**src/rtl/core/svs_ram.sv**
```systemverilog
`default_nettype none

module svs_ram #(
    parameter int WIDTH = 8,
    parameter int DEPTH = 256
) (
    input  wire logic                     clk,
    input  wire logic                     we,
    input  wire logic [$clog2(DEPTH)-1:0] waddr,
    input  wire logic [WIDTH-1:0]         wdata,
    input  wire logic                     re,
    input  wire logic [$clog2(DEPTH)-1:0] raddr,
    output      logic [WIDTH-1:0]         rdata
);

    logic [WIDTH-1:0] mem [DEPTH];
    logic [WIDTH-1:0] rdata_reg;

    always_ff @(posedge clk)
    begin
        if (we)
        begin
            mem[waddr] <= wdata;
        end
    end

    always_ff @(posedge clk)
    begin
        if (re)
        begin
            rdata_reg <= mem[raddr];
        end
    end

    assign rdata = rdata_reg;

endmodule

`default_nettype wire

```
**config.mk**
```make
export PLATFORM = sky130hd
export DESIGN_NAME = svs_ram
export DESIGN_NICKNAME = d
export VERILOG_FILES = /design/src/rtl/core/svs_ram.sv
export SDC_FILE = /design/constraint.sdc
export NUM_CORES = 2
export LEC_CHECK = 0
export ABC_AREA = 1
export BUFFER_PORTS_ARGS = -buffer_cell sky130_fd_sc_hd__buf_2
export CORE_MARGIN = 2
export CORE_UTILIZATION = 41
export CTS_CLUSTER_SIZE = 16
export DETAILED_ROUTE_END_ITERATION = 8
export SYNTH_ARGS = -nofsm -noshare
export SYNTH_HDL_FRONTEND = slang
export SYNTH_SLANG_ARGS = --single-unit
```
**constraint.sdc**
```tcl
create_clock -name clk -period 2.6 [get_ports clk]
set_clock_uncertainty 0.15 [all_clocks]
set_input_delay 0.13 -clock clk [delete_from_list [all_inputs] [get_ports clk]]
set_output_delay 0.13 -clock clk [all_outputs]
set_load 0.05 [all_outputs]
```
**After elaboration in Yosys (flattened, before gate mapping)**

Memories as Yosys holds them, arrays and structs flattened. A register that Yosys moved wholly into a read port is not among the register bits.
Index checks and enable logic that the tools add are counted.

- Bits in writable memories: 2048
- Memories: 1
- Output and inout port bits: 8
- Input bits: 27
- Flip-flop bits (word level): 0

Memories:

| name | words | bits a word | read ports | clocked after Yosys merged registers in | write ports | line | source |
|---|---|---|---|---|---|---|---|
| mem | 256 | 8 | 1 | 1 | 1 | 16 | `logic [WIDTH-1:0] mem [DEPTH];` |

- Mux-type cells: 2

Operators by type and width:

| cell | count |
|---|---|
| 1-bit 2-to-1 mux | 2 |

**Depth between registers and ports, before layout**

- Depth in word-level cells: 2
- Depth in mapped cells: 15
- Gate-level depth less buffers: 11

**Worst setup path before layout**

OpenSTA, ideal clock, no wires.

- Path type: input to register
- From: input we
- To: memory mem[162][0] (enable)
- Setup time: 0.370 ns
- Stages on the path: 4
- Slack: 0.829 ns
- Data arrival time: 1.251 ns
- Required time: 2.080 ns
- Path through: clkbuf_1 nand3_1 clkbuf_1 nor2_1

- Longest elaborated chain between the ends: 2

RTL lines:

| item | line | source |
|---|---|---|
| start, declared | 8 | `input wire logic we,` |
| 1-bit 2-to-1 mux | 21 | `if (we)` |
| 1-bit 2-to-1 mux (implied by the code) | 23 | `mem[waddr] <= wdata;` |
| end, declared | 16 |  |

Every way passes these cells.

==> flow_summary_export.csv <==
group,metric,value,unit
status,status,"finished clean",
die,die_w,455,microns
placed_design,hpwl,149,mm
sta,setup_viol,0,
placed_design,placed_cells,9783,
hold_path,hold_class,"primary input to flip-flop",
global_route,overflow,0,
worst_setup_path,cp_max_fo,1,
worst_setup_path,rr_worst_depth,12,
clock_tree,clockBufferDepth,3,
global_route,grt_max_degree,92,
drt,drc_errors,0,
global_route,grt_util_met3,3.46,%
worst_setup_path,regToRegStartpoint,"mem[134][4]",
placed_design,placed_area,90200,sq um
layout,ff_latch_area,61700,sq um
drt,vias,56400,
drt,routedWlPerCell,23.6,microns
clock_tree,clk_latency,0.84,ns
synthesis,netlist_area,83500,sq um
global_route,grt_pass1_vias,54600,
synthesis,seq_area_frac_synth,74.0,%
drt,postRouteAntennaNets,0,
sta,fin_crit,2.50,ns
clock_tree,numCtsBuffers,209,
hold_path,hp-start,"waddr[3]",
synthesis,netlist_instances,7003,
die,fp.dieH,455,microns
layout,final_common_cell,"nand2_1",
worst_setup_path,end_kind,"flip-flop",
sta,fin_crit_sh,96.1,%
worst_setup_path,reg2reg_slack,0.10,ns
worst_setup_path,critPathArrivalTime,2.93,ns
worst_setup_path,start_kind,"flip-flop",
global_route,grt_use_met1,31.5,%
clock_tree,htreeDepth,4,
synthesis,synth_area_per_cell,11.9,sq um
synthesis,syn_nets,7030,
layout,drive_gt1_share,11.9,%
layout,num-fill-cells,17700,
synthesis,yosys_warnings,0,
sta,slew-limit-headroom,43.0,%
worst_setup_path,cp_common_cell,"nand3_1",
worst_setup_path,crit_path_top_delay_cell,"dlygate4sd3_1",
clock_tree,cts_tree,"built",
die,core_region_area,202000,sq um
synthesis,ys_types,13,
clock_tree,clk_pin_slew,0.06,ns
sta,finalHoldViolCount,0,
worst_setup_path,slowest_delay,0.55,ns
layout,final_area,97100,sq um
layout,mostFrequentLayoutCells,"2116 x nand2_1, 2056 x edfxtp_1, 2016 x nand3_1",
die,die-area,207000,sq um
layout,num-nets-final,7370,
drt,viasPerCell,5.53,
placed_design,routabilityCongestion,0.884,
pwr,p_leak,34.4,nW
layout,stdcell_count,10200,
pwr,ir_worst_vdd,600,uV
drt,drt_iter0_drc,6601,
worst_setup_path,path_cells,"nand2_1 -> nand3_1 -> nand3_2 -> nand3_1 -> nand3_2 -> nand3_1 -> buf_4 -> nand3_1 -> nand2_2 -> nand2_1 -> dlygate4sd3_1 -> nand2_1",
global_route,grt_usage,23.0,%
drt,routed_wirelength,241,mm
pwr,p_total,0.0705,W
global_route,grt-busiest-layer,"met2",
hold_path,min_to,"mem[196][1]",
global_route,grt_first_pass_wirelength,357,mm
placed_design,io_buffers,34,
die,initial_utilization,41.3,%
clock_tree,clock_sinks,2056,
global_route,use_met2,37.0,%
worst_setup_path,worstSetupPathType,"flip-flop to flip-flop",
sta,fin_setup_tns,0,ns
pwr,p_per_area,727,nW/um^2
clock_tree,root_buffer,"clkbuf_16",
worst_setup_path,required,3.03,ns
layout,largest_reg_flops,2048,
global_route,grt_antenna_before_repair,8,
sta,max_freq,0.400,GHz
die,rows,165,
layout,syn_to_final_growth,16.3,%
job,drv_cap,0,
drt,dr.pass1.iters,6,
synthesis,ys_ff_latch,2056,
die,ios,35,
sta,tightest_slew,0.854,ns
sta,maxSlewViolCount,0,
hold_path,whs_path_depth,6,
worst_setup_path,reg2reg_to,"rdata[4]",
layout,multi_input_area,19200,sq um
-- cell families (layout without fill, tap and decap cells) --
logic type / count (synthesis) / in the layout / synth area share (%)
and+or+nand+nor: 4425 / 4425 / 22.9
DFF: 2056 / 2056 / 74.0
buffers and inverters: 522 / 1040 / 3.12
other: 0 / 8 / 0
-- cells in the mapped netlist (all sizes together) --
cell type,instances,area share [%]
buf,371,2.4
edfxtp,2056,74
nand3,2019,12
nor2,283,1.3
nand2,2123,9.5
inv,39,0.18
clkbuf,112,0.50
-- critical path: cells and delay by family (launching register included) --
kind,cells,cell delay [ns]
buffers and inverters,2,0.73
AND/OR/NAND/NOR,10,1.01
flip-flops,1,0.36
-- power breakdown --
part,internal (W),switching (W),total [W],leakage (nW)
sequential,0.0365,0.0000441,0.0366,18.5
clock,0.0166,0.0127,0.0293,3.26
combinational,0.00131,0.00336,0.00467,12.7
total,0.0545,0.0161,0.0705,34.4
-- per-stage QoR --
stage               utilization (%)  hold slack, ns  setup slack (ns)
detailed placement             44.6           0.421            -0.168
global placement               44.6           0.422            -0.204
finish                         48.0          0.0632             0.102
CTS                            48.0         0.00336            0.0367
global route                   48.0          0.0744          -0.00403
floorplan                         -          0.0789             0.829
-- cell type report --
class	instances	area share [%]
antenna	8	0.0206
clock buffer	262	5.64
clock inverter	127	1.23
inverter	39	0.186
multi-input combinational	4425	19.7
sequential	2056	63.6
tap	2672	3.44
timing repair buffer	612	6.14
-- repair_timing --
action | in CTS | in global routing
endpoints found under the setup margin | 0 | 1
gates resized for setup | 0 | 4
endpoints found under the hold margin | 1999 | 0
hold buffers | 21 | 0
setup buffers | 0 | 0
-- metal layers --
layer | up-vias | routed length (microns) | share of wire [%]
li1 | 25600 | - | -
met1 | 27900 | 98900 | 41
met2 | 2445 | 113000 | 47
met3 | 451 | 18200 | 7.6
met4 | 0 | 9970 | 4.1
met5 | - | 0 | 0
-- worst max-delay path by stage --
| stage | startpoint | end | slack [ns] | cells after the start |
|---|---|---|---|---|
| 6_report | mem[134][4] | rdata[4] | 0.10 | 12 |
| 5_1_grt | mem[134][4] | rdata[4] | -0.004 | 12 |
| 4_1_cts | mem[134][4] | rdata[4] | 0.04 | 12 |
| 3_5_place_dp | raddr[1] | rdata[0] | -0.17 | 13 |
| 3_3_place_gp | raddr[1] | rdata[0] | -0.20 | 13 |
| 2_1_floorplan | we | mem[162][0] | 0.83 | 4 |
(Power assumes the default switching activity.)
