===== src/rtl/core/svs_pkg.sv =====
`default_nettype none

package svs_pkg;

    localparam int NUM_SECTIONS   = 16;
    localparam int SECTION_VOXELS = 4096;
    localparam int STORE_DEPTH    = NUM_SECTIONS * SECTION_VOXELS;
    localparam int ADDR_W         = $clog2(STORE_DEPTH);
    localparam int SECT_CMP_W     = 5;

    localparam logic [3:0] SKY_RESET = 4'hF;

    typedef enum logic [2:0] {
        REQ_SET_BLOCK = 3'd0,
        REQ_GET_BLOCK = 3'd1,
        REQ_SET_BLK   = 3'd2,
        REQ_GET_BLK   = 3'd3,
        REQ_SET_SKY   = 3'd4,
        REQ_GET_SKY   = 3'd5
    } req_code_t;

    typedef enum logic [1:0] {
        ST_CLEAR,
        ST_IDLE,
        ST_ACCESS
    } seq_state_t;

    // one stored voxel
    typedef struct packed {
        logic [3:0] sky;
        logic [3:0] blk;
        logic [3:0] meta;
        logic [7:0] id;
    } word_t;

    localparam word_t WORD_RESET = '{sky: SKY_RESET, blk: 4'd0, meta: 4'd0, id: 8'd0};
    localparam int    WORD_W     = $bits(word_t);

    typedef struct packed {
        logic [2:0] req_type;
        logic [3:0] pos_x;
        logic [7:0] pos_y;
        logic [3:0] pos_z;
        logic [7:0] block_id;
        logic [3:0] block_meta;
        logic [3:0] light_level;
    } req_t;

    typedef struct packed {
        logic [7:0] id;
        logic [3:0] meta;
        logic [3:0] light;
    } res_t;

    typedef struct packed {
        logic accept;
        logic complete;
        logic clear_we;
    } seq_ctl_t;

    // section in the upper height bits, then layer, z, x
    function automatic logic [ADDR_W-1:0] voxel_addr(input logic [7:0] y,
                                                    input logic [3:0] z,
                                                    input logic [3:0] x);
        voxel_addr = ADDR_W'({y, z, x});
    endfunction

endpackage

`default_nettype wire


===== src/rtl/core/svs_seq.sv =====
`default_nettype none

module svs_seq
    import svs_pkg::*;
(
    input  wire logic              clk,
    input  wire logic              rst_n,
    input  wire logic              in_valid,
    output      logic              in_ready,
    output      logic              out_valid,
    input  wire logic              out_ready,
    output      seq_ctl_t          ctl,
    output      logic [ADDR_W-1:0] clear_addr
);

    seq_state_t        state_reg, state_next;
    logic [ADDR_W-1:0] clr_cnt_reg, clr_cnt_next;
    logic              out_valid_reg, out_valid_next;
    logic              clear_last;
    logic              out_free;

    assign clear_last = (clr_cnt_reg == ADDR_W'(STORE_DEPTH - 1));
    assign out_free   = !out_valid_reg || out_ready;

    // next state
    always_comb
    begin
        state_next = state_reg;
        case (state_reg)
            ST_CLEAR:
            begin
                if (clear_last)
                begin
                    state_next = ST_IDLE;
                end
            end
            ST_IDLE:
            begin
                if (in_valid)
                begin
                    state_next = ST_ACCESS;
                end
            end
            ST_ACCESS:
            begin
                if (out_free)
                begin
                    state_next = ST_IDLE;
                end
            end
            default:
            begin
                state_next = ST_CLEAR;
            end
        endcase
    end

    // outputs
    always_comb
    begin
        in_ready     = 1'b0;
        ctl          = '0;
        clr_cnt_next = clr_cnt_reg;
        case (state_reg)
            ST_CLEAR:
            begin
                ctl.clear_we = 1'b1;
                clr_cnt_next = clr_cnt_reg + 1'b1;
            end
            ST_IDLE:
            begin
                in_ready   = 1'b1;
                ctl.accept = in_valid;
            end
            ST_ACCESS:
            begin
                ctl.complete = out_free;
            end
            default:
            begin
                in_ready = 1'b0;
            end
        endcase
    end

    always_comb
    begin
        out_valid_next = out_valid_reg;
        if (ctl.complete)
        begin
            out_valid_next = 1'b1;
        end
        else if (out_ready)
        begin
            out_valid_next = 1'b0;
        end
    end

    always_ff @(posedge clk or negedge rst_n)
    begin
        if (!rst_n)
        begin
            state_reg     <= ST_CLEAR;
            clr_cnt_reg   <= '0;
            out_valid_reg <= 1'b0;
        end
        else
        begin
            state_reg     <= state_next;
            clr_cnt_reg   <= clr_cnt_next;
            out_valid_reg <= out_valid_next;
        end
    end

    assign out_valid  = out_valid_reg;
    assign clear_addr = clr_cnt_reg;

endmodule

`default_nettype wire


===== config.mk =====
export PLATFORM = sky130hd
export DESIGN_NAME = svs_seq
export DESIGN_NICKNAME = d
export VERILOG_FILES = /design/src/rtl/core/svs_pkg.sv /design/src/rtl/core/svs_seq.sv
export SDC_FILE = /design/constraint.sdc
export NUM_CORES = 1
export LEC_CHECK = 0
export BUFFER_PORTS_ARGS = -buffer_cell sky130_fd_sc_hd__buf_2
export CORE_MARGIN = 3
export CORE_UTILIZATION = 45
export CTS_BUF_LIST = sky130_fd_sc_hd__clkbuf_2 sky130_fd_sc_hd__clkbuf_4 sky130_fd_sc_hd__clkbuf_8
export DETAILED_ROUTE_END_ITERATION = 8
export GPL_TIMING_DRIVEN = 0
export PLACE_DENSITY_LB_ADDON = 0.12
export SETUP_SLACK_MARGIN = 0.05
export SLEW_MARGIN = 10
export SYNTH_ARGS = -nofsm -noshare
export SYNTH_HDL_FRONTEND = slang
export SYNTH_SLANG_ARGS = --single-unit

===== constraint.sdc =====
create_clock -name clk -period 1.3 [get_ports clk]
set_input_delay 0.26 -clock clk [delete_from_list [all_inputs] [get_ports clk]]
set_output_delay 0.26 -clock clk [all_outputs]
set_load 0.05 [all_outputs]

# Yosys cells after proc, flatten, opt, wreduce, memory -nomap -nowiden
# Cells that the tools add are included.
[totals]
word_cells = 25
reg_bits = 19
out_inout_bits = 21
input_bits = 4
[classes]
muxes = 10
n_reduce_logical = 5
eq_ne = 6
addsub = 1
[op_table]
columns = ["cell", "n"]
rows = [
  ["adder 16 x 1 -> 16 bit (second input constant)", 1],
  ["equality test 16 bit (second input constant)", 1],
  ["two-way mux 1 bit", 6],
  ["two-way mux 2 bit", 3],
  ["!= test 2 bit (second input constant)", 3],
  ["one-hot mux 2 bit (3 select lines)", 1],
  ["AND reduction 3 bit", 1],
  ["equality test 2 x 1 -> 1 bit (second input constant)", 1],
  ["equality test 2 bit (second input constant)", 1],
  ["logical NOT 2 bit", 1],
  ["nonzero test 2 bit", 1],
  ["logical NOT 1 bit", 1],
  ["logical OR 1 bit", 1],
]

# Logic depth before layout (Yosys ltp)
[depth]
depth_word = 4
depth_mapped = 5
ltp_nobuf = 5

# Worst setup path after synthesis
# No wires, ideal clock.
[synth_timing]
kind = "reg-to-reg"
startpoint = "register state_reg[1]"
endpoint = "register clr_cnt_reg[1] (netlist: clear_addr[1])"
setup_slack_ns = -0.467
setup_time_ns = 0.125
t_required_ns = 1.175
stages_incl_launch_ff = 3
synth_period_minus_slack_ns = 1.767
n_path_buf = 0
arrival_ns = 1.642
cell_sequence = "dfrtp_1 > nor2_1 > mux2_2"
[synth_via]
elab_chain_len = 1
[synth_rtl]
columns = ["item", "line", "text"]
rows = [
  ["start: declaration", "svs_seq.sv:16", "seq_state_t state_reg, state_next;"],
  ["start signal: assignment", "svs_seq.sv:109", "state_reg <= state_next;"],
  ["logical NOT 2 bit", "svs_seq.sv:64", "case (state_reg)"],
  ["end signal: assignment", "svs_seq.sv:110", "clr_cnt_reg <= clr_cnt_next;"],
  ["end: declaration", "svs_seq.sv:17", "logic [ADDR_W-1:0] clr_cnt_reg, clr_cnt_next;"],
]
# No other way between the ends.
# A chain may end at the register's enable or synchronous reset.

==> impl_summary.txt <==
----------------------------------------------------
[Status]
  Run status ... finished with violations
  Violated checks ... negative setup slack

[Cells and area]
  Max FFs per register ... 16
  Inserted Diodes ... 0
  Area grow syn2layout ... 48.55%
  Fraction of final layout cells with drive strength greater than 1 ... 0.5841
  Filler instances ... approximately 140
  Number of nets at the end of the flow ... 119
  Final Instance Count excl. Fillers ... approximately 140
  Final design area excluding fillers ... between 0.001 and 0.0015 mm2

[Clocking]
  Clock-pin slew on the worst setup and hold paths ... around 0.11 ns
  Longest Clk Path Bufs ... 2
  Latest clock arrival within the worst-skew pair ... 0.30 ns
  Clock root buffer ... clkbuf_4
  TritonCTS clock tree ... built
  CTS Sinks ... 19
  Number of buffers created by CTS ... 3
  # H-tree levels ... 1

[STA]
  Max Slew Vio Count ... 0
  RSZ-0062 raised after global routing ... true
  Final setup violation count ... 16
  Fin crit share ... 1.153
  Maximum operating frequency ... about 670 MHz
  Max-Slew Margin vs Limit ... 0.7206
  Worst setup margin ... -0.1986 ns
  Post-layout minimum cycle time ... around 1.5 ns
  Worst clock skew ... approximately 0.01 ns
  Fin Setup TNS ... -1.863 ns
  Number of hold-slack violations in the final timing report ... 0
  Worst slew pin tran ... 0.4191 ns

[Synth]
  Yosys Warn Count ... 0
  Top cell type by total area after synthesis ... dfrtp_1
  Sequential share of the synthesized area ... 0.5507
  Number of synthesized flops with an enable pin ... 0
  Syn_area_per_cell ... ~12 um2
  Number of instances in the synthesized netlist ... 75
  Post-synthesis instance area ... roughly 860 um2
  Synth cell types ... 21
  Yosys top cell area share ... 0.5507
  Most instantiated cells after synthesis ... dfrtp_1 (19), nand2_1 (11), xnor2_1 (11)
  Most common cell in the synthesized netlist ... dfrtp_1
  Ranking of synthesized cells by area ... dfrtp_1 (55%), xnor2_1 (11%), nand2_1 (4.8%)
  Proportion of synthesized flip-flops having asynchronous set or reset ... 1.000
  Number of nets in the synthesized netlist ... 80
  #FFs+latches synth ... 19
  Predominant post-synthesis flop cell ... dfrtp_1

[Setup path]
  CP cell instances ... nand2b_4 > nor2b_4 > buf_6 > buf_8
  Worst setup path startpoint ... state_reg[0]
  Element type at the critical path end ... output port
  Max stage delay cell, worst path ... dfrtp_1
  Max FO, Critical Path ... 2
  Critical path type ... register to output port
  Delay contributed by the slowest stage of the critical path ... roughly 0.41 ns
  Cell family with most CP delay ... flip-flops
  Worst reg2reg path startpoint ... state_reg[0]
  Kind of start point of the critical path ... register
  Buffer and inverter count on the worst path ... 2
  Critical path arrival ... between 1 and 1.5 ns
  Worst endpoint required time ... about 1.0 ns

[Power and ir drop]
  Sequential share of power ... 0.361
  Proportion of power drawn by combinational gates ... 0.526
  Maximum ir drop on the vdd rail ... 0.001492 V
  Overall power ... between 2 and 3 mW
  Clk network pwr share ... 0.113
  Share of total power consumed by net switching ... 0.4605
  P_int ... between 1 and 1.5 mW
  Net switching power ... approximately 1.2 mW
  Static Leakage ... just over 0.6 nW
  Total power density per cell area ... 2023 mW/mm2

[Detailed routing]
  DRC ... 0
  Routed length per instance ... between 10 and 15 um
  Vias ... between 600 and 700
  Drt first-iter violations ... 14
  Final wirelength ... approximately 1700 um
  1st-pass router iterations ... 4
  Residual antenna-violating net count after detailed routing ... 0
  Vias per cell ... about 4.9

[Floorplanning]
  Initial core utilization ... 0.4894
  Placeable core region ... ~0.0018 mm2
  Total number of placement rows ... 15
  Die outline area ... ~0.0025 mm2
  Num ports ... 25
  Die width ... 49.80 um
  Die height ... between 40 and 50 um

[Worst hold path]
  Worst hold start ... in_valid
  Hold/Removal Path Class ... primary input to register

[Global route]
  Via count of the first global-routing pass ... 644
  Total global-route track usage ... 0.1617
  Initial antenna violation count ... 0
  First-pass GRT wire length ... approximately 3000 um
  GRT Residual Overflow ... 0
  Largest net degree at the start of global routing ... 20

[Flow run]
  Max Cap Violations ... 0

[Placed design]
  Gp weighted congestion ... ~0.70
  Detailed Place HPWL ... around 1200 um
  Pre-CTS setup slack ... -0.1316 ns
  Input/output buffers ... 24
  Post-placement cell area ... between 0.001 and 0.0015 mm2
  Cell Count Post-Placement ... about 120

----------------------------------------------------
==> worst register-to-register path, delay by kind of cell, from the launching register on <==
kind / cells / cell delay [ns]
DFF: 1 / 0.41
buffers and inverters: 1 / 0.13
xor gates and xnor gates: 1 / 0.14
and+or+nand+nor: 3 / 0.67
==> layer usage <==
metal	global-route usage	wire length (um)
met1	0.2283	746
met2	0.2357	879
met3	0.03021	74
met4	0.08295	31
met5	0	0
==> repair_timing <==
| action | in CTS | in global routing |
|---|---|---|
| buffers inserted | 3 | 6 |
| pin swaps | 4 | 4 |
| resized for setup | 24 | 20 |
| hold buffers | 1 | 0 |
| setup endpoints to repair | 24 | 32 |
| endpoints found under the hold margin | 19 | 0 |
==> cells by family after synthesis <==
| group | Yosys count | share of synthesized area |
|---|---|---|
| AO/OA/AOI/OAI | 2 | 0.01740 |
| XOR/XNOR | 15 | 0.1522 |
| adder cells (fa/ha/maj) | 1 | 0.01449 |
| buffers and inverters | 3 | 0.01740 |
| flip-flops | 19 | 0.5507 |
| multiplexers | 1 | 0.01304 |
| AND/OR/NAND/NOR | 34 | 0.2348 |
==> power by group through the flow <==
stage,sequential [mW],clock (mW),combinational (mW)
global route,0.981,0.341,1.45
detailed placement,0.954,0,1.10
finish,0.936,0.294,1.36
CTS,0.942,0.305,1.27
floorplan,1.35,0,0.461
global placement,0.945,0,1.08
==> final timing paths <==
| path | end | slack (ns) | depth (start not counted) |
|---|---|---|---|
| hold reg to reg | clear_addr[7] | 0.49 | 1 |
| max in group asynchronous | out_valid | 0.55 | 2 |
| hold / removal | state_reg[0] | 0.24 | 3 |
| setup reg to reg | clear_addr[10] | -0.16 | 5 |
| min in group asynchronous | clear_addr[6] | 0.42 | 2 |
| setup / recovery | ctl[1] | -0.20 | 4 |
==> metrics by stage <==
stage | util | hold WS [ns]
after floorplan | - | -0.03559
after global placement | 0.6007 | 0.2245
after detailed placement | 0.6007 | 0.2207
after CTS | 0.6787 | 0.2313
after global routing | 0.7270 | 0.2209
final | 0.7270 | 0.2393
==> cell type report <==
cell class	instances	area, um2	area share
Buffer	1	11.26	0.008780
Clock buffer	3	22.52	0.01756
Clock inverter	1	5.005	0.003902
Inverter	2	7.507	0.005854
Multi-Input combinational cell	53	431.7	0.3366
Tap cell	25	31.28	0.02439
Timing Repair Buffer	34	281.5	0.2195
Sequential cell	19	491.7	0.3834
==> cell usage in the layout (no fill, tap or decap), drive strengths merged, types with 3 or more instances in the layout <==
cell	instances
nand3	5
dfrtp	19
nand2	11
buf	34
xnor2	11
nor2	5
xor2	4
clkbuf	3
nor3	3
Power figures use the tool's default switching activity.
