File: config.mk
export PLATFORM = sky130hd
export DESIGN_NAME = svs_rmw
export DESIGN_NICKNAME = d
export VERILOG_FILES = /design/src/rtl/core/svs_pkg.sv /design/src/rtl/core/svs_rmw.sv
export SDC_FILE = /design/constraint.sdc
export NUM_CORES = 1
export LEC_CHECK = 0
export BUFFER_PORTS_ARGS = -buffer_cell sky130_fd_sc_hd__buf_2
export CAP_MARGIN = 10
export CORE_AREA = 2 2 45 47
export DETAILED_ROUTE_END_ITERATION = 10
export DIE_AREA = 0 0 47 49
export PLACE_DENSITY = 0.95
export SYNTH_ARGS = -nofsm -noshare
export SYNTH_HDL_FRONTEND = slang
export SYNTH_SLANG_ARGS = --single-unit
File: constraint.sdc
create_clock -name vclk -period 2.24
set_input_delay 0.112 -clock vclk [all_inputs]
set_output_delay 0.112 -clock vclk [all_outputs]
set_load 0.01 [all_outputs]
File: src/rtl/core/svs_pkg.sv
`default_nettype none

package svs_pkg;

    localparam int NUM_SECTIONS   = 16;
    localparam int SECTION_VOXELS = 4096;
    localparam int STORE_DEPTH    = NUM_SECTIONS * SECTION_VOXELS;
    localparam int ADDR_W         = $clog2(STORE_DEPTH);
    localparam int SECT_CMP_W     = 5;

    localparam logic [3:0] SKY_RESET = 4'hF;

    typedef enum logic [2:0] {
        REQ_SET_BLOCK = 3'd0,
        REQ_GET_BLOCK = 3'd1,
        REQ_SET_BLK   = 3'd2,
        REQ_GET_BLK   = 3'd3,
        REQ_SET_SKY   = 3'd4,
        REQ_GET_SKY   = 3'd5
    } req_code_t;

    typedef enum logic [1:0] {
        ST_CLEAR,
        ST_IDLE,
        ST_ACCESS
    } seq_state_t;

    // one stored voxel
    typedef struct packed {
        logic [3:0] sky;
        logic [3:0] blk;
        logic [3:0] meta;
        logic [7:0] id;
    } word_t;

    localparam word_t WORD_RESET = '{sky: SKY_RESET, blk: 4'd0, meta: 4'd0, id: 8'd0};
    localparam int    WORD_W     = $bits(word_t);

    typedef struct packed {
        logic [2:0] req_type;
        logic [3:0] pos_x;
        logic [7:0] pos_y;
        logic [3:0] pos_z;
        logic [7:0] block_id;
        logic [3:0] block_meta;
        logic [3:0] light_level;
    } req_t;

    typedef struct packed {
        logic [7:0] id;
        logic [3:0] meta;
        logic [3:0] light;
    } res_t;

    typedef struct packed {
        logic accept;
        logic complete;
        logic clear_we;
    } seq_ctl_t;

    // section in the upper height bits, then layer, z, x
    function automatic logic [ADDR_W-1:0] voxel_addr(input logic [7:0] y,
                                                    input logic [3:0] z,
                                                    input logic [3:0] x);
        voxel_addr = ADDR_W'({y, z, x});
    endfunction

endpackage

`default_nettype wire

File: src/rtl/core/svs_rmw.sv
`default_nettype none

module svs_rmw
    import svs_pkg::*;
(
    input  wire req_t  req,
    input  wire word_t rd_word,
    output      logic  hit,
    output      logic  wr_en,
    output      word_t wr_word,
    output      res_t  res
);

    always_comb
    begin
        hit = (req.req_type <= REQ_GET_SKY)
            && ({1'b0, req.pos_y[7:4]} < SECT_CMP_W'(NUM_SECTIONS));
    end

    // merge the request into the old word; reads leave it untouched
    always_comb
    begin
        wr_en   = 1'b0;
        wr_word = rd_word;
        res     = '0;
        if (hit)
        begin
            case (req.req_type)
                REQ_SET_BLOCK:
                begin
                    wr_en        = 1'b1;
                    wr_word.id   = req.block_id;
                    wr_word.meta = req.block_meta;
                end
                REQ_GET_BLOCK:
                begin
                    res.id   = rd_word.id;
                    res.meta = rd_word.meta;
                end
                REQ_SET_BLK:
                begin
                    wr_en       = 1'b1;
                    wr_word.blk = req.light_level;
                end
                REQ_GET_BLK:
                begin
                    res.light = rd_word.blk;
                end
                REQ_SET_SKY:
                begin
                    wr_en       = 1'b1;
                    wr_word.sky = req.light_level;
                end
                REQ_GET_SKY:
                begin
                    res.light = rd_word.sky;
                end
                default:
                begin
                    wr_en = 1'b0;
                end
            endcase
        end
    end

endmodule

`default_nettype wire

# After elaboration in Yosys (flattened, before gate mapping)
# Index checks and enable logic that the tools add are counted.
[op_classes]
n_lt_le_gt_ge = 1
n_eq_ne = 5
n_mux = 9
n_reduce_logical = 2
[ops]
columns = ["cell", "count"]
rows = [
  ["12-bit two-way mux", 2],
  ["20-bit two-way mux", 1],
  ["16-bit two-way mux", 1],
  ["4-bit two-way mux", 2],
  ["4-bit one-hot mux with 2 select lines", 1],
  ["3-bit by 2-bit == test with 1-bit output, second input constant", 2],
  ["3-bit == test, second input constant", 2],
  ["3-bit by 1-bit == test with 1-bit output, second input constant", 1],
  ["3-bit <= comparator, second input constant", 1],
  ["3-bit logical NOT", 1],
  ["3-bit OR reduction", 1],
  ["1-bit two-way mux", 2],
]
[totals]
regBits = 0
inputBits = 55
out_inout_bits = 38
wordCells = 17

# Logic depth before layout (Yosys ltp)
# Gate-level depths: netlist of the first run.
[logic_depth]
word_depth = 4
mapped_depth = 3
ltp_nobuf = 2

# Worst setup path before layout of the first run
# No wires, ideal clock.
[synth_timing]
path_type = "input port to output port"
from = "input req[34] (netlist name)"
to = "output wr_word[10] (netlist name)"
arrival_ns = 0.869
setup_slack_ns = 1.259
cell_stages = 3
n_path_buf = 1
cell_sequence = "nor3_4 clkbuf_8 mux2_2"
[synth_rtl]
columns = ["item", "line_no", "text"]
rows = [
  ["start, declared", "svs_rmw.sv:6", "input wire req_t req,"],
  ["end, declared", "svs_rmw.sv:10", "output word_t wr_word,"],
]

==> metrics.md, run 1 <==
| Metric | Value |
|---|---|
| Nature of the critical path endpoint | output port |
| Die Y | 49 um |
| Worst VDD drop | between 0.08 and 0.09 mV |
| Critical Path RT | 2130 ps |
| Max frequency | 676 MHz |
| Initial DRC count | 8 |
| Worst-Margin Slew | 527 ps |
| Post-synthesis sequential area ratio | 0% |
| Top-Level Pins | 93 |
| Post-Synthesis Cells | between 50 and 60 |
| Drt pass-1 iters | 4 |
| Filler instances | between 150 and 200 |
| Final ANT Viol Nets | 0 |
| Synth warn | 0 |
| Routed len/inst | between 10 and 15 um |
| Post-route minimum period | 1480 ps |
| Leakage | between 0.4 and 0.5 nW |
| RePlAce Congestion | 0.763 |
| Layout cells sized above 1 | 78.7% |
| Distinct cell type count after synthesis | 13 |
| Starting density of the core | 26.8% |
| Post-Syn Nets | about 110 |
| Site Rows | 16 |
| Worst EP arrival | around 1400 ps |
| P per Cell Area | 176 nW/um2 |
| Final Hold Vio Count | 0 |
| Syn Area/Cell | 9.15 um2 |
| Sequential cell count | 0 |
| Final-report max-slew violation count | 0 |
| Nets@finish | about 180 |
| Finished Layout Cells | between 150 and 200 |
| Unrepaired setup endpoints after global routing | false |
| PostCTS Resize Cnt | 0 |
| DIE AREA | approximately 2300 um2 |
| Dpl cells | 154 |
| Die width | 47 um |
| Total number of vias | around 700 |
| Initial antenna violation count | 0 |
| Port Buffer Count | 77 |
| DRC | 0 |
| Relative slew slack | 64.8% |
| Drt total wl | roughly 1900 um |
| Dpl hpwl | 1670 um |
| Max cap viols | 0 |
| Setup TNS | 0 ps |
| Vias/cell | roughly 4.5 |
| Sequential cell area | 0 um2 |
| CP startpoint kind | primary input |
| Fin crit share | about two thirds |
| Crit path kind | primary input to output port |
| Hold buffers post-CTS | 0 |
| Post-Syn Area | 494 um2 |
| Hold Crit Start | rd_word[11] |
| Area delta synth->final | 79.0% |
| Diodes inserted | 0 |
| Vias in the first global route | a little over 700 |
| All-layer global routing usage | 16.1% |
| Clk_buf instances | 0 |
| Hold Path End | res[7] |
| HP Class | primary input to output port |
| Endpoints failing setup | 0 |
| Hold Crit Depth | 3 |
| GRT Residual Overflow | 0 |
| First-pass GRT wire length | 2950 um |
| Core Area | between 1500 and 2000 um2 |
| Post-CTS Repair Setup Buffers | 0 |
| Largest net degree at the start of global routing | 15 |
| Status | finished clean |
| Worst-path maximum fanout | 14 |
## cells in the final DEF (no fill, tap or decap)
cell type / netlist / final
buf_2: 0 / 77
mux2_2: 19 / 19
and2_1: 12 / 12
nand3b_1: 8 / 8
a21boi_0: 4 / 4
nor3b_4: 2 / 2
nand2_1: 1 / 1
mux2_1: 1 / 1
nor3_4: 1 / 1
nor3b_2: 1 / 1
a21oi_1: 1 / 1
## per-layer routing
metal	GRT usage [%]	share of wire, %	routed length (um)	up-vias
met5	0	0	0	-
met4	0	0	0	0
met3	2.22	9.4	176	0
met2	33.6	56	1060	48
met1	16.5	34	641	304
li1	-	-	-	346
## report_power, final
part | leakage [nW] | switching, W | internal [W]
registers | 0 | 0 | 0
clock network | 0 | 0 | 0
logic | 0.477 | 0.0000728 | 0.0000830
total | 0.477 | 0.0000728 | 0.0000830
## worst max-delay path, stage by stage
cell and delay [ps]:
buf_2 200, nor3_4 510, mux2_2 400, buf_2 140
## cell families after synthesis
group | count (synthesis) | synth area share (%)
simple gates | 25 | 41.5
mux | 20 | 45.6
compound gates | 5 | 7.09
buf+inv | 4 | 5.82
## worst max-delay path by stage
| stage | end | slack (ps) | from | cells after the start |
|---|---|---|---|---|
| after global routing | wr_word[3] | 690 | req[34] | 4 |
| after detailed placement | wr_word[2] | 750 | req[34] | 4 |
| final | wr_word[10] | 760 | req[34] | 4 |
| after CTS | wr_word[2] | 740 | req[34] | 4 |
| after floorplan | wr_word[10] | 1260 | req[34] | 3 |
| after global placement | wr_word[3] | 780 | req[34] | 4 |
## Yosys cell counts (all sizes together)
cell type	number	share of area, %
a21boi	4	6.1
nor3	1	3.3
clkbuf	3	4.3
nor3b	3	10
mux2	20	46
nand2	1	0.76
buf	1	1.5
and2	12	15
a21oi	1	1.0
nand3b	8	12
## layout make-up
type	instances	area (um2)	area share (%)
multi-input combinational	50	465	52.6
tap	27	33.8	3.82
timing repair buffer	77	385	43.6
## through the flow
step / power [W] / utilization, % / hold slack [ps] / setup WS (ps) / cell area (um2)
floorplan: 0.0000772 / - / 268 / 1260 / 494
global placement: 0.000152 / 48.0 / 523 / 780 / 885
detailed placement: 0.000157 / 48.0 / 524 / 746 / 885
CTS: 0.000158 / 48.0 / 524 / 736 / 885
global route: 0.000170 / 48.0 / 545 / 693 / 885
finish: 0.000156 / 48.0 / 522 / 761 / 885
(Power assumes the default switching activity.)
==> run 2, diff against run 1 <==
--- a/config.mk
+++ b/config.mk
@@ -5,12 +5,13 @@
 export SDC_FILE = /design/constraint.sdc
 export NUM_CORES = 1
 export LEC_CHECK = 0
+export ABC_AREA = 1
 export BUFFER_PORTS_ARGS = -buffer_cell sky130_fd_sc_hd__buf_2
 export CAP_MARGIN = 10
-export CORE_AREA = 2 2 45 47
+export CORE_AREA = 2 2 57 43
 export DETAILED_ROUTE_END_ITERATION = 10
-export DIE_AREA = 0 0 47 49
-export PLACE_DENSITY = 0.95
+export DIE_AREA = 0 0 59 45
+export PLACE_DENSITY = 0.91
 export SYNTH_ARGS = -nofsm -noshare
 export SYNTH_HDL_FRONTEND = slang
 export SYNTH_SLANG_ARGS = --single-unit
==> constraint.sdc (replaced) <==
create_clock -name vclk -period 1.2
set_input_delay 0.06 -clock vclk [all_inputs]
set_output_delay 0.06 -clock vclk [all_outputs]
set_load 0.01 [all_outputs]
==> metrics.md, run 2 <==
| Metric | Value |
|---|---|
| Distinct cell type count after synthesis | 12 |
| WL met2 | between 1000 and 1500 um |
| Syn Area/Cell | 4.46 um2 |
| CP startpoint kind | primary input |
| Post-Syn Area | 508 um2 |
| Endpoints failing setup | 0 |
| Worst VDD drop | 0.126 mV |
| Critical Path RT | 1140 ps |
| Most frequent cells in the layout | buf_2, nand2_1, nand3_1 |
| PostCTS Resize Cnt | 0 |
| Pint | around 0.00014 W |
| Sequential cell count | 0 |
| Initial DRC count | 36 |
| Post-synthesis sequential area ratio | 0% |
| Diodes inserted | 0 |
| First-pass GRT wire length | 3240 um |
| GRT Residual Overflow | 0 |
| Worst-Margin Slew | 365 ps |
| Leakage | 0.674 nW |
| Nature of the critical path endpoint | output port |
| Crit path kind | primary input to output port |
| Worst EP arrival | 990 ps |
| Clk_buf instances | 0 |
| Post-route minimum period | approximately 1000 ps |
| P per Cell Area | 348 nW/um2 |
| Max frequency | 952 MHz |
| M1 WL | slightly below 1000 um |
| Layout cells sized above 1 | 45.5% |
| Post-CTS Repair Setup Buffers | 0 |
| Dpl hpwl | 1790 um |
| Area share of the largest cell type after synthesis | about a third |
| Cell taking the most area after synthesis | nand2_1 |
| Final-report max-slew violation count | 0 |
| Starting density of the core | about a quarter |
| Hold buffers post-CTS | 0 |
| HP Class | primary input to output port |
| Die Y | between 40 and 50 um |
| Setup TNS | 0 ps |
| Sequential share of power | 0% |
| Status | finished clean |
| Routed len/inst | 10.0 um |
| Top-Level Pins | 93 |
| Area delta synth->final | 81.5% |
| All-layer global routing usage | 15.0% |
| Initial antenna violation count | 0 |
| Clock power frac | 0% |
| Unrepaired setup endpoints after global routing | false |
| Hold Slack | 408 ps |
| DIE AREA | 2660 um2 |
| Vias/cell | 4.54 |
| Top cells by area, synth | nand2_1, nand3_1, nand4_1 |
| Final ANT Viol Nets | 0 |
| Relative slew slack | 75.6% |
| Nets@finish | between 200 and 250 |
| DR WL met3 | 118 um |
| RePlAce Congestion | 0.818 |
| DRC | 0 |
| Post-Syn Nets | 169 |
| Site Rows | 14 |
| Final Hold Vio Count | 0 |
| Sequential cell area | 0 um2 |
| Sw Ratio | between 50% and 60% |
| Count leader, synth | nand2_1 |
| Port Buffer Count | 77 |
| Max Used Layer | met3 |
| Worst-path maximum fanout | 12 |
| Top cells by count, synth | nand2_1, nand3_1, inv_1, nand4_1, nor2_1 |
| Synth warn | 0 |
| Largest net degree at the start of global routing | 14 |
| Drt total wl | between 2000 and 2500 um |
| Core Area | just over 2000 um2 |
| Max cap viols | 0 |
| Total number of vias | 967 |
| Comb pwr share | 100.0% |
| Fin crit share | 87.5% |
| Vias in the first global route | 778 |
| Commonest non-fill, non-tap cell in the layout | buf_2 |
| Post-Synthesis Cells | 114 |
| Die width | ~59 um |
| Drt pass-1 iters | 4 |
| Net Switching | 0.000181 W |
## run 2: changes by cell type after synthesis, moves of 2 or more
cell and change:
a21boi_0 -4, and2_1 -12, buf_2 +4, buf_4 +2, inv_1 +14, mux2_2 -19
nand2_1 +45, nand3_1 +18, nand3b_1 -8, nand4_1 +12, nor2_1 +12, nor3b_4 -2
## run 2: per-layer routing
metal | vias to the layer above | global-route usage [%]
met3 | 0 | 0
met5 | - | 0
met1 | 411 | 21.0
li1 | 517 | -
met2 | 39 | 27.3
met4 | 0 | 0.909
## run 2: critical path: stages
cell	delay, ps
buf_2	110
inv_1	280
nand3_1	120
buf_4	200
nor2_1	90
buf_2	130
## run 2: cell families after synthesis
kind of cell,after synthesis,share of synthesized area [%]
buf+inv,23,20.2
simple gates,90,78.8
compound gates,1,0.984
## run 2: path summary, 6_finish.rpt
path / endpoint / cells past startpoint / startpoint / slack [ps]
worst min-delay path: wr_word[8] / 4 / rd_word[8] / 410
worst max-delay path: res[9] / 6 / req[34] / 150
## run 2: power by group through the flow
stage / clock (W) / sequential (W) / combinational, W
floorplan: 0 / 0 / 0.000159
global placement: 0 / 0 / 0.000317
detailed placement: 0 / 0 / 0.000322
CTS: 0 / 0 / 0.000323
global route: 0 / 0 / 0.000359
finish: 0 / 0 / 0.000321
## run 2: layout make-up
| type | instances | area [um2] |
|---|---|---|
| well taps | 24 | 30.0 |
| multi-input cells | 91 | 405 |
| fillers | 242 | 1140 |
| inverters | 15 | 56.3 |
| repair buffers | 83 | 430 |
## run 2: through the flow
step | cells | worst slack (ps) | area (um2) | total power, W | util, %
2_1_floorplan | 114 | 536 | 508 | 0.000159 | -
3_3_place_gp | 213 | 151 | 922 | 0.000317 | 44.6
3_5_place_dp | 213 | 134 | 922 | 0.000322 | 44.6
4_1_cts | 213 | 138 | 922 | 0.000323 | 44.6
5_1_grt | 213 | 13.8 | 922 | 0.000359 | 44.6
6_report | 213 | 150 | 922 | 0.000321 | 44.6
==> run 3, diff against run 2 <==
--- a/config.mk
+++ b/config.mk
@@ -8,10 +8,10 @@
 export ABC_AREA = 1
 export BUFFER_PORTS_ARGS = -buffer_cell sky130_fd_sc_hd__buf_2
 export CAP_MARGIN = 10
-export CORE_AREA = 2 2 57 43
+export CORE_AREA = 2 2 49 51
 export DETAILED_ROUTE_END_ITERATION = 10
-export DIE_AREA = 0 0 59 45
-export PLACE_DENSITY = 0.91
+export DIE_AREA = 0 0 51 53
+export PLACE_DENSITY = 0.88
 export SYNTH_ARGS = -nofsm -noshare
 export SYNTH_HDL_FRONTEND = slang
 export SYNTH_SLANG_ARGS = --single-unit
==> metrics.md, run 3 (synthesis results as in run 2) <==
| Metric | Value |
|---|---|
| Initial antenna violation count | 0 |
| HP Class | primary input to output port |
| Total number of vias | 994 |
| Relative slew slack | 82.7% |
| Largest stage delay, worst path | 240 ps |
| Worst-Margin Slew | around 260 ps |
| Status | finished clean |
| Fin crit share | 84.8% |
| Most frequent cells in the layout | buf_2, nand2_1, nand3_1 |
| Sequential cell count | 0 |
| Critical Path RT | 1140 ps |
| Worst EP arrival | between 900 and 1000 ps |
| DIE AREA | 2700 um2 |
| Vias in the first global route | 813 |
| DRC | 0 |
| Design area | 930 um2 |
| Largest net degree at the start of global routing | 14 |
| WL met2 | 995 um |
| Die Y | 53 um |
| RePlAce Congestion | about 0.72 |
| Slowest stage cell, crit path | nand3_2 |
| Max Used Layer | met3 |
| Sequential cell area | 0 um2 |
| Leakage | roughly 0.67 nW |
| Final Hold Vio Count | 0 |
| Port Buffer Count | 77 |
| Top-Level Pins | 93 |
| Diodes inserted | 0 |
| Drt total wl | 2170 um |
| Final-report max-slew violation count | 0 |
| Worst VDD drop | around 0.14 mV |
| Final ANT Viol Nets | 0 |
| Routed len/inst | slightly above 10 um |
| Core Area | about 2100 um2 |
| Dpl hpwl | 1830 um |
| DR WL met3 | around 310 um |
| P per Cell Area | around 350 nW/um2 |
| Hold Crit Start | rd_word[1] |
| All-layer global routing usage | 15.8% |
| Initial DRC count | 15 |
| Filler instances | 243 |
| Max frequency | ~1000 MHz |
| Starting density of the core | 23.6% |
| Worst-path maximum fanout | 13 |
| Endpoints failing setup | 0 |
| Post-layout util | between 40% and 50% |
| Die width | 51 um |
| Crit path kind | primary input to output port |
| Site Rows | 17 |
| Setup TNS | 0 ps |
| Crit. Startpoint | req[33] |
| Area delta synth->final | 83.0% |
| Unrepaired setup endpoints after global routing | false |
| Commonest non-fill, non-tap cell in the layout | buf_2 |
| Vias/cell | ~4.6 |
| CP startpoint kind | primary input |
| Clk_buf instances | 0 |
| Post-route minimum period | 1020 ps |
| M1 WL | 855 um |
| First-pass GRT wire length | 3460 um |
| CP Cell Sequence | buf_2, inv_1, nand3_2, nor2_1, buf_2 |
| Layout cells sized above 1 | 45.5% |
| GRT Residual Overflow | 0 |
| Placed Area | 925 um2 |
| Nets@finish | 244 |
| Nature of the critical path endpoint | output port |
| Post-CTS Repair Setup Buffers | 0 |
| Max cap viols | 0 |
| Crit path top cell by count | buf_2 |
| Drt pass-1 iters | 4 |
## run 3: cell count changes in the layout (fill, tap and decap cells not counted), sizes merged
| cell | delta |
|---|---|
| buf | -2 |
## run 3: per-layer routing
metal	vias to the layer above	global-route usage (%)
met5	-	0
met4	0	0
met3	0	3.67
met2	57	29.7
met1	424	19.2
li1	513	-
## run 3: critical path, delay by kind of cell
kind                   cells  cell delay, ps
buffers and inverters      3             480
and+or+nand+nor            2             400
## run 3: area by class of cell
cell class / count / area, um2 / area share [%]
inverters: 15 / 56.3 / 6.06
multi-input cells: 91 / 410 / 44.1
repair buffers: 81 / 428 / 46.0
well taps: 28 / 35.0 / 3.77
## run 3: path summary, 6_finish.rpt
kind | endpoint | depth (start not counted)
max | res[4] | 5
min | wr_word[1] | 4
## run 3: repair_timing
action | 4_1_cts | 5_1_grt
hold buffers | 0 | 0
resized for setup | 0 | 1
endpoints found under the setup margin | 0 | 12
## run 3: per-stage QoR
stage	hold slack, ps	power [W]	instances	worst slack, ps
finish	410	0.000322	215	183
global route	427	0.000362	215	48.6
CTS	413	0.000324	215	24.6
detailed placement	410	0.000322	215	24.7
global placement	406	0.000319	215	60.4
floorplan	207	0.000159	114	536
## run 3: power by group
part / internal [W] / total [W] / switching [W]
combinational: 0.000141 / 0.000322 / 0.000180
clock: 0 / 0 / 0
sequential: 0 / 0 / 0
total: 0.000141 / 0.000322 / 0.000180
